`config.mk`:
```
export PLATFORM = sky130hd
export DESIGN_NAME = frame_rate_window_average
export DESIGN_NICKNAME = d
export VERILOG_FILES = /design/src/hdl/frwa_pkg.sv /design/src/hdl/frwa_store.sv /design/src/hdl/frwa_div.sv /design/src/hdl/frame_rate_window_average.sv
export SDC_FILE = /design/constraint.sdc
export NUM_CORES = 2
export LEC_CHECK = 0
export BUFFER_PORTS_ARGS = -buffer_cell sky130_fd_sc_hd__buf_4
export CAP_MARGIN = 20
export CORE_MARGIN = 1
export CORE_UTILIZATION = 50
export CTS_BUF_LIST = sky130_fd_sc_hd__clkbuf_16
export CTS_CLUSTER_DIAMETER = 80
export DETAILED_ROUTE_END_ITERATION = 6
export PLACE_DENSITY = 0.65
export SETUP_SLACK_MARGIN = 0.05
export SYNTH_ARGS = -nofsm -noshare
export SYNTH_HDL_FRONTEND = slang
export SYNTH_SLANG_ARGS = --single-unit
```
`constraint.sdc`:
```
create_clock -name clk -period 6.97 [get_ports clk]
set_clock_uncertainty 0.2 [all_clocks]
set_input_delay 0.3485 -clock clk [delete_from_list [all_inputs] [get_ports clk]]
set_output_delay 0.3485 -clock clk [all_outputs]
set_load 0.02 [all_outputs]
```
`src/hdl/frwa_pkg.sv`:
```
// Shared constants and register codes for the frame rate window average block.
package frwa_pkg;

  localparam int FW              = 20;        // frame time and rate field width
  localparam int WIN_W           = 8;         // window_length register width
  localparam int PER_W           = 16;        // update_period register width
  localparam int CFG_AW          = 1;
  localparam int CFG_DW          = 16;
  localparam int MAX_SAMPLES_DEF = 128;

  localparam logic [FW-1:0]    DEFAULT_FRAME_US = 20'd16700;
  localparam logic [FW-1:0]    RESET_RATE       = 20'd60;
  localparam logic [WIN_W-1:0] RESET_WINDOW     = 8'd60;
  localparam logic [PER_W-1:0] RESET_PERIOD     = 16'd15;
  localparam longint unsigned  US_X2            = 64'd2000000;

  typedef enum logic [CFG_AW-1:0] {
    REG_WINDOW_LENGTH = 1'b0,
    REG_UPDATE_PERIOD = 1'b1
  } reg_idx_t;

endpackage

```
`src/hdl/frwa_store.sv`:
```
// Frame time sample memory with a post-reset fill pass to the default frame time.
module frwa_store #(
  parameter int DEPTH = frwa_pkg::MAX_SAMPLES_DEF,
  parameter int AW    = $clog2(DEPTH)
) (
  input  logic                    clk,
  input  logic                    rst_n,
  input  logic                    wr_en,
  input  logic [AW-1:0]           wr_addr,
  input  logic [frwa_pkg::FW-1:0] wr_data,
  input  logic [AW-1:0]           rd_addr,
  output logic [frwa_pkg::FW-1:0] rd_data,
  output logic                    busy
);

  logic [frwa_pkg::FW-1:0] mem [DEPTH];
  logic [AW-1:0]           clr_idx_r;
  logic                    busy_r;

  always_ff @(posedge clk) begin
    if (!rst_n) begin
      clr_idx_r <= '0;
      busy_r    <= 1'b1;
    end else if (busy_r) begin
      if (clr_idx_r == AW'(DEPTH - 1)) begin
        busy_r <= 1'b0;
      end
      clr_idx_r <= clr_idx_r + 1'b1;
    end
  end

  always_ff @(posedge clk) begin
    if (busy_r) begin
      mem[clr_idx_r] <= frwa_pkg::DEFAULT_FRAME_US;
    end else if (wr_en) begin
      mem[wr_addr] <= wr_data;
    end
    rd_data <= mem[rd_addr];
  end

  assign busy = busy_r;

endmodule

```
`src/hdl/frwa_div.sv`:
```
// Restoring divider that produces one quotient bit per cycle.
module frwa_div #(
  parameter int NUMW = 31,
  parameter int DENW = 28
) (
  input  logic            clk,
  input  logic            rst_n,
  input  logic            start,
  input  logic [NUMW-1:0] num,
  input  logic [DENW-1:0] den,
  output logic            done,
  output logic [NUMW-1:0] quo
);

  localparam int CW = $clog2(NUMW + 1);

  logic [NUMW-1:0] num_sh_r;
  logic [DENW-1:0] den_r;
  logic [DENW-1:0] rem_r;
  logic [NUMW-1:0] quo_r;
  logic [CW-1:0]   cnt_r;
  logic            run_r;
  logic            done_r;
  logic [DENW:0]   trial;
  logic            qbit;

  assign trial = {rem_r, num_sh_r[NUMW-1]};
  assign qbit  = (trial >= {1'b0, den_r});

  always_ff @(posedge clk) begin
    if (!rst_n) begin
      run_r  <= 1'b0;
      done_r <= 1'b0;
      cnt_r  <= '0;
    end else begin
      done_r <= 1'b0;
      if (start) begin
        num_sh_r <= num;
        den_r    <= den;
        rem_r    <= '0;
        quo_r    <= '0;
        cnt_r    <= CW'(NUMW);
        run_r    <= 1'b1;
      end else if (run_r) begin
        num_sh_r <= {num_sh_r[NUMW-2:0], 1'b0};
        rem_r    <= qbit ? DENW'(trial - {1'b0, den_r}) : trial[DENW-1:0];
        quo_r    <= {quo_r[NUMW-2:0], qbit};
        cnt_r    <= cnt_r - 1'b1;
        if (cnt_r == CW'(1)) begin
          run_r  <= 1'b0;
          done_r <= 1'b1;
        end
      end
    end
  end

  assign done = done_r;
  assign quo  = quo_r;

endmodule

```
`src/hdl/frame_rate_window_average.sv`:
```
// Moving-average frame rate meter: ring of frame times, periodic sum and serial divide.
// Each item is one frame time in microseconds and yields one result with the held rate.
// An item that does not trigger a recomputation goes straight to the output. One that does
// first sums the window (one memory read per cycle), then divides bit-serially, and then
// presents the result. A stalled output holds off the next item. After reset the sample
// memory is filled with 16700 us. No item is taken during the fill; configuration writes
// are taken.
module frame_rate_window_average #(
  parameter int MAX_SAMPLES = frwa_pkg::MAX_SAMPLES_DEF
) (
  input  logic                        clk,
  input  logic                        rst_n,
  input  logic                        in_tvalid,
  output logic                        in_tready,
  input  logic [23:0]                 in_tdata,   // [19:0] frame_time_us
  output logic                        out_tvalid,
  input  logic                        out_tready,
  output logic [23:0]                 out_tdata,  // [19:0] frames_per_second
  output logic                        out_tuser,  // [0] rate_updated
  input  logic                        cfg_wr_en,
  input  logic [frwa_pkg::CFG_AW-1:0] cfg_addr,
  input  logic [frwa_pkg::CFG_DW-1:0] cfg_wdata
);

  localparam int FW   = frwa_pkg::FW;
  localparam int AW   = $clog2(MAX_SAMPLES);
  localparam int NW   = $clog2(MAX_SAMPLES + 1);
  localparam int SW   = FW + AW;
  localparam int NUMW = SW + 2;
  localparam int DENW = SW + 1;

  typedef enum logic [1:0] {ST_IDLE, ST_SUM, ST_DIV, ST_OUT} state_t;

  state_t                     state_r;
  logic [frwa_pkg::WIN_W-1:0] win_len_r;
  logic [frwa_pkg::PER_W-1:0] period_r;
  logic [AW-1:0]              wp_r;
  logic [frwa_pkg::PER_W-1:0] cnt_r;
  logic [FW-1:0]              held_r;
  logic [NW-1:0]              n_r;
  logic [NW-1:0]              rd_idx_r;
  logic                       rd_vld_r;
  logic [SW-1:0]              sum_r;
  logic                       upd_r;
  logic                       out_tvalid_r;
  logic [FW-1:0]              out_rate_r;
  logic                       out_upd_r;

  logic [NW-1:0]              n_eff;
  logic [frwa_pkg::PER_W-1:0] period_eff;
  logic [FW-1:0]              t_in;
  logic [FW-1:0]              t_eff;
  logic [NW-1:0]              pos;
  logic [NW-1:0]              pos_inc;
  logic [frwa_pkg::PER_W-1:0] cnt_inc;
  logic                       in_acc;
  logic                       sum_done;
  logic                       store_busy;
  logic [FW-1:0]              rd_data;
  logic                       div_start;
  logic                       div_done;
  logic [NUMW-1:0]            div_num;
  logic [DENW-1:0]            div_den;
  logic [NUMW-1:0]            div_quo;

  always_comb begin
    if (win_len_r == '0) begin
      n_eff = NW'(1);
    end else if (int'(win_len_r) > MAX_SAMPLES) begin
      n_eff = NW'(MAX_SAMPLES);
    end else begin
      n_eff = NW'(win_len_r);
    end
  end

  assign period_eff = (period_r == '0) ? frwa_pkg::PER_W'(1) : period_r;
  assign t_in       = in_tdata[FW-1:0];
  assign t_eff      = (t_in == '0) ? frwa_pkg::DEFAULT_FRAME_US : t_in;
  // write position left past a shrunken window restarts at zero
  assign pos        = (NW'(wp_r) >= n_eff) ? '0 : NW'(wp_r);
  assign pos_inc    = ((pos + 1'b1) >= n_eff) ? '0 : pos + 1'b1;
  assign cnt_inc    = cnt_r + 1'b1;

  assign in_tready  = (state_r == ST_IDLE) && !store_busy;
  assign in_acc     = in_tvalid && in_tready;
  assign sum_done   = (state_r == ST_SUM) && (rd_idx_r == n_r) && !rd_vld_r;
  assign div_start  = sum_done && (sum_r != '0);
  assign div_num    = NUMW'(frwa_pkg::US_X2) * NUMW'(n_r) + NUMW'(sum_r);
  assign div_den    = {sum_r, 1'b0};

  frwa_store #(
    .DEPTH (MAX_SAMPLES),
    .AW    (AW)
  ) u_store (
    .clk     (clk),
    .rst_n   (rst_n),
    .wr_en   (in_acc),
    .wr_addr (pos[AW-1:0]),
    .wr_data (t_eff),
    .rd_addr (rd_idx_r[AW-1:0]),
    .rd_data (rd_data),
    .busy    (store_busy)
  );

  frwa_div #(
    .NUMW (NUMW),
    .DENW (DENW)
  ) u_div (
    .clk   (clk),
    .rst_n (rst_n),
    .start (div_start),
    .num   (div_num),
    .den   (div_den),
    .done  (div_done),
    .quo   (div_quo)
  );

  always_ff @(posedge clk) begin
    if (!rst_n) begin
      state_r      <= ST_IDLE;
      win_len_r    <= frwa_pkg::RESET_WINDOW;
      period_r     <= frwa_pkg::RESET_PERIOD;
      wp_r         <= '0;
      cnt_r        <= '0;
      held_r       <= frwa_pkg::RESET_RATE;
      n_r          <= '0;
      rd_idx_r     <= '0;
      rd_vld_r     <= 1'b0;
      upd_r        <= 1'b0;
      out_tvalid_r <= 1'b0;
    end else begin
      if (cfg_wr_en) begin
        unique case (cfg_addr)
          frwa_pkg::REG_WINDOW_LENGTH: win_len_r <= cfg_wdata[frwa_pkg::WIN_W-1:0];
          frwa_pkg::REG_UPDATE_PERIOD: period_r  <= cfg_wdata[frwa_pkg::PER_W-1:0];
          default: ;
        endcase
      end

      // in ST_OUT the result register is reloaded below instead
      if (out_tvalid_r && out_tready && (state_r != ST_OUT)) begin
        out_tvalid_r <= 1'b0;
      end

      unique case (state_r)
        ST_IDLE: begin
          if (in_acc) begin
            wp_r <= pos_inc[AW-1:0];
            n_r  <= n_eff;
            if (cnt_inc >= period_eff) begin
              cnt_r    <= '0;
              upd_r    <= 1'b1;
              rd_idx_r <= '0;
              rd_vld_r <= 1'b0;
              sum_r    <= '0;
              state_r  <= ST_SUM;
            end else begin
              cnt_r   <= cnt_inc;
              upd_r   <= 1'b0;
              state_r <= ST_OUT;
            end
          end
        end
        ST_SUM: begin
          // one read issued per cycle, data lands in the cycle after
          if (rd_idx_r < n_r) begin
            rd_idx_r <= rd_idx_r + 1'b1;
            rd_vld_r <= 1'b1;
          end else begin
            rd_vld_r <= 1'b0;
          end
          if (rd_vld_r) begin
            sum_r <= sum_r + SW'(rd_data);
          end
          if (sum_done) begin
            state_r <= (sum_r == '0) ? ST_OUT : ST_DIV;
          end
        end
        ST_DIV: begin
          if (div_done) begin
            held_r  <= div_quo[FW-1:0];
            state_r <= ST_OUT;
          end
        end
        ST_OUT: begin
          if (!out_tvalid_r || out_tready) begin
            out_tvalid_r <= 1'b1;
            out_rate_r   <= held_r;
            out_upd_r    <= upd_r;
            state_r      <= ST_IDLE;
          end
        end
        default: state_r <= ST_IDLE;
      endcase
    end
  end

  assign out_tvalid = out_tvalid_r;
  assign out_tdata  = {4'b0, out_rate_r};
  assign out_tuser  = out_upd_r;

  a_div_done_in_div: assert property (@(posedge clk) disable iff (!rst_n)
    div_done |-> state_r == ST_DIV)
    else $error("divider finished outside the divide phase");

  a_read_in_window: assert property (@(posedge clk) disable iff (!rst_n)
    state_r == ST_SUM |-> rd_idx_r <= n_r)
    else $error("sum read index ran past the window");

  a_wp_in_window: assert property (@(posedge clk) disable iff (!rst_n)
    in_acc |=> NW'(wp_r) < n_r)
    else $error("write position left outside the window");

  a_count_below_period: assert property (@(posedge clk) disable iff (!rst_n)
    in_acc |=> cnt_r < period_eff)
    else $error("frame count not below the update period after an item");

endmodule

```
==> results.md <==
* Sw frac at 0.209
* Hold_buf cts at 80
* Die ar. at 0.232 mm^2
* Ys async rst share at 0
* Final min period at 5680 ps
* Max Buffers Root-to-Sink at 4
* Floorplan core area at 0.228 mm^2
* Top_reg_cell synth: edfxtp_1
* Clock sinks at 2,835
* Fin Hold WS at 35.1 ps
* Crit-path max cell delay at 550 ps
* Die Width at 482 um
* Crit end category: flip-flop
* GRT Overall Usage at 0.241
* Clock transition at path regs at 60 ps
* Top-Level Pins at 73
* Gr ovfl total at 0
* Startpoint types: flip-flop
* Initial DRC Count at 5,633
* Status: completed
* H-Tree Depth at 5
* Internal power at 28.1 mW
* Clock network power share at 0.427
* RSZ-0062 raised after global routing: false
* Remaining antenna violation count at 0
* Site Rows at 175
* Design area at 0.131 mm^2
* Final hold vios at 0
* First-pass GRT wire length at 401,000 um
* Gate power share at 0.044
* Worst R2R End: u_div.num_sh_r[27]$_DFFE_PP_
* Drc violations at 0
* Worst path bufs/invs at 4
* CTS tree: yes
* VDD IR max at 0.000182 V
* Vias per std cell at 6.18
* Setup bufs post-CTS at 0
* Worst reg2reg setup slack at 1290 ps
* Mean post-synth cell area at 20.4 um^2
* Worst path depth at 20
* Crit path DAT at 6100 ps
* NetSw at 7.42 mW
* Leak Pwr at 48.1 nW
* DP Area at 0.121 mm^2
* Nets@finish at 6,278
* Slew @ Worst Pin at 1150 ps
* Via count at 57,300
* Hold WC Path Type: in2reg
* Clk Latency, worst-skew pair at 950 ps
* PwrDens at 272 mW/mm^2
* Avg WL per Cell at 29.7 um
* I/O Buffers at 64
* Number of global-route vias before repair at 57,700
* Mapped Area at 0.115 mm^2
* Sequential share of the synthesized area at 0.730
* Post-layout util at 0.575
* Clk root buf: clkbuf_16
* Final Setup Violations at 0
* Number of synthesized flops with an enable pin at 2,712
* FF+latch count, synth at 2,835
* TritonCTS Buffers at 304
* Initial antenna violation count at 12
* P&R area growth vs syn at 13.9%
* Post-cts repair resize count at 0
* Max_slew headroom at 0.233
* Worst setup path category: reg2reg
* Setup crit end: u_div.num_sh_r[27]$_DFFE_PP_
* Launch point of the worst path: n_r[2]$_SDFFE_PN0P_
* Req. time, crit path at 7390 ps
* R2R depth at 20
* Slowest cell on the critical path: fa_1
* Syn Inst Count at 5,644
* Fin. max-slew vios at 0
* Largest net degree at the start of global routing at 133
* Die Y-Extent at 482 um
* GP Congestion at 0.852
* Max FO, Critical Path at 6
* DPL Wire Length at 159,000 um
* Layout cells sized above 1 at 0.274
* Reg power frac at 0.529
* DR pass1 iterations at 5
* CP delay by family, top: adder cells
* Critical Path, Cell by Cell: inv_1 -> fa_1 -> inv_1 -> ha_1 -> fa_1 -> inv_1 -> fa_1 -> inv_1 -> ha_1 -> or3_1 -> a211oi_1 -> o21bai_1 -> xor2_1 -> ha_1 -> nand3_1 -> nand2_1 -> a41o_1 -> o41ai_1 -> xor2_1 -> o21ai_0
* Max Clk Rate at 176 MHz
* Worst path most repeated cell: inv_1
* Final worst-path cycle share at 0.814
* Initial Utilization at 0.505
* Critical R2R Launch: n_r[2]$_SDFFE_PN0P_
* Setup TNS at 0 ps
* Max Cap Viol at 0
* Detailed Route WL at 275,000 um
* Ys Warns at 0
* Synth cell types at 79
## layer usage
layer / track usage / share of wire / vias to the layer above / wire (um)
met5: 0 / 0.00016 / - / 43
met4: 0.0661 / 0.025 / 6 / 6900
met3: 0.0424 / 0.074 / 398 / 20400
met2: 0.379 / 0.48 / 2109 / 133000
met1: 0.349 / 0.42 / 30600 / 116000
li1: - / - / 24100 / -
## cell families after synthesis
kind of cell,share of synthesized area
AOI/OAI and AO/OA,0.0253
buffers and inverters,0.0149
DFF,0.730
muxes,0.166
and+or+nand+nor,0.0343
xor gates and xnor gates,0.00754
other,0.0000326
adders and majority gates,0.0223
## cells in the mapped netlist, types with 61 or more instances
master,instances,area (um^2)
mux4_2,839,18900
buf_2,75,375
a21oi_1,146,731
edfxtp_1,2712,81400
dfxtp_1,123,2460
nor3_1,84,420
ha_1,173,2160
nand2_1,281,1050
nor2_1,137,514
o21ai_0,61,305
inv_1,131,492
clkbuf_1,159,597
## flip-flops by register name, summed over array words and instances, names as in the netlist, 2 cells and up
signal,count
wp_r,7
u_store.rd_data,20
period_r,16
u_store.clr_idx_r,7
state_r,2
held_r,20
cnt_r,16
u_div.den_r,27
u_div.quo,20
sum_r,27
u_div.num_sh_r,29
u_div.cnt_r,5
win_len_r,8
n_r,8
rd_idx_r,8
u_store.mem,2560
u_div.rem_r,28
out_rate_r,20
## power by group through the flow
stage | Sequential [mW] | Combinational [mW] | Clock, mW
floorplan | 19.2 | 1.09 | 0
global placement | 19.2 | 1.47 | 0
detailed placement | 19.2 | 1.51 | 0
CTS | 18.8 | 1.55 | 15.4
global route | 18.8 | 1.72 | 16.1
finish | 18.8 | 1.56 | 15.2
## worst min-delay path by stage
stage                                 start                            end  slack [ps]  depth (start not counted)
finish                         in_tdata[17]  u_store.mem[99][17]$_DFFE_PP_          40                          2
CTS                            cfg_wdata[6]      win_len_r[6]$_SDFFE_PN0P_        0.01                          4
global route                   cfg_wdata[7]      win_len_r[7]$_SDFFE_PN0P_          30                          4
detailed placement  held_r[11]$_SDFFE_PN0P_       out_rate_r[11]$_DFFE_PP_         220                          0
floorplan                upd_r$_SDFFE_PN0P_            out_tuser$_DFFE_PP_         200                          0
global placement     held_r[6]$_SDFFE_PN0P_        out_rate_r[6]$_DFFE_PP_         220                          0
## through the flow
stage	worst slack, ps	std cells	power, mW
floorplan	645	5647	20.2
global placement	1360	8654	20.6
global route	1010	9260	36.6
finish	1290	9267	35.6
CTS	1290	9250	35.8
detailed placement	1310	8654	20.7
## layout make-up
class	instances	area [um^2]
clock buffer	310	7760
antenna	9	22.5
multi-input combinational	2400	30300
inverter	131	492
clock inverter	206	1520
sequential	2835	83900
fill	16400	96900
tap	3009	3760
timing repair buffer	367	3200
## layout by cell type, fill, tap and decap left out, types with 68 or more instances in the layout
master         Yosys  final
buf_4              8    268
dfxtp_1          123    118
mux4_2           839    839
a21oi_1          146    142
clkbuf_16          0    310
edfxtp_1        2712   2712
ha_1             173    173
nand2_1          281    280
dlygate4sd3_1      0     82
clkinv_1           0     68
nor2_1           137    112
inv_1            131    186
No activity file was read; power rests on OpenSTA's default activity.
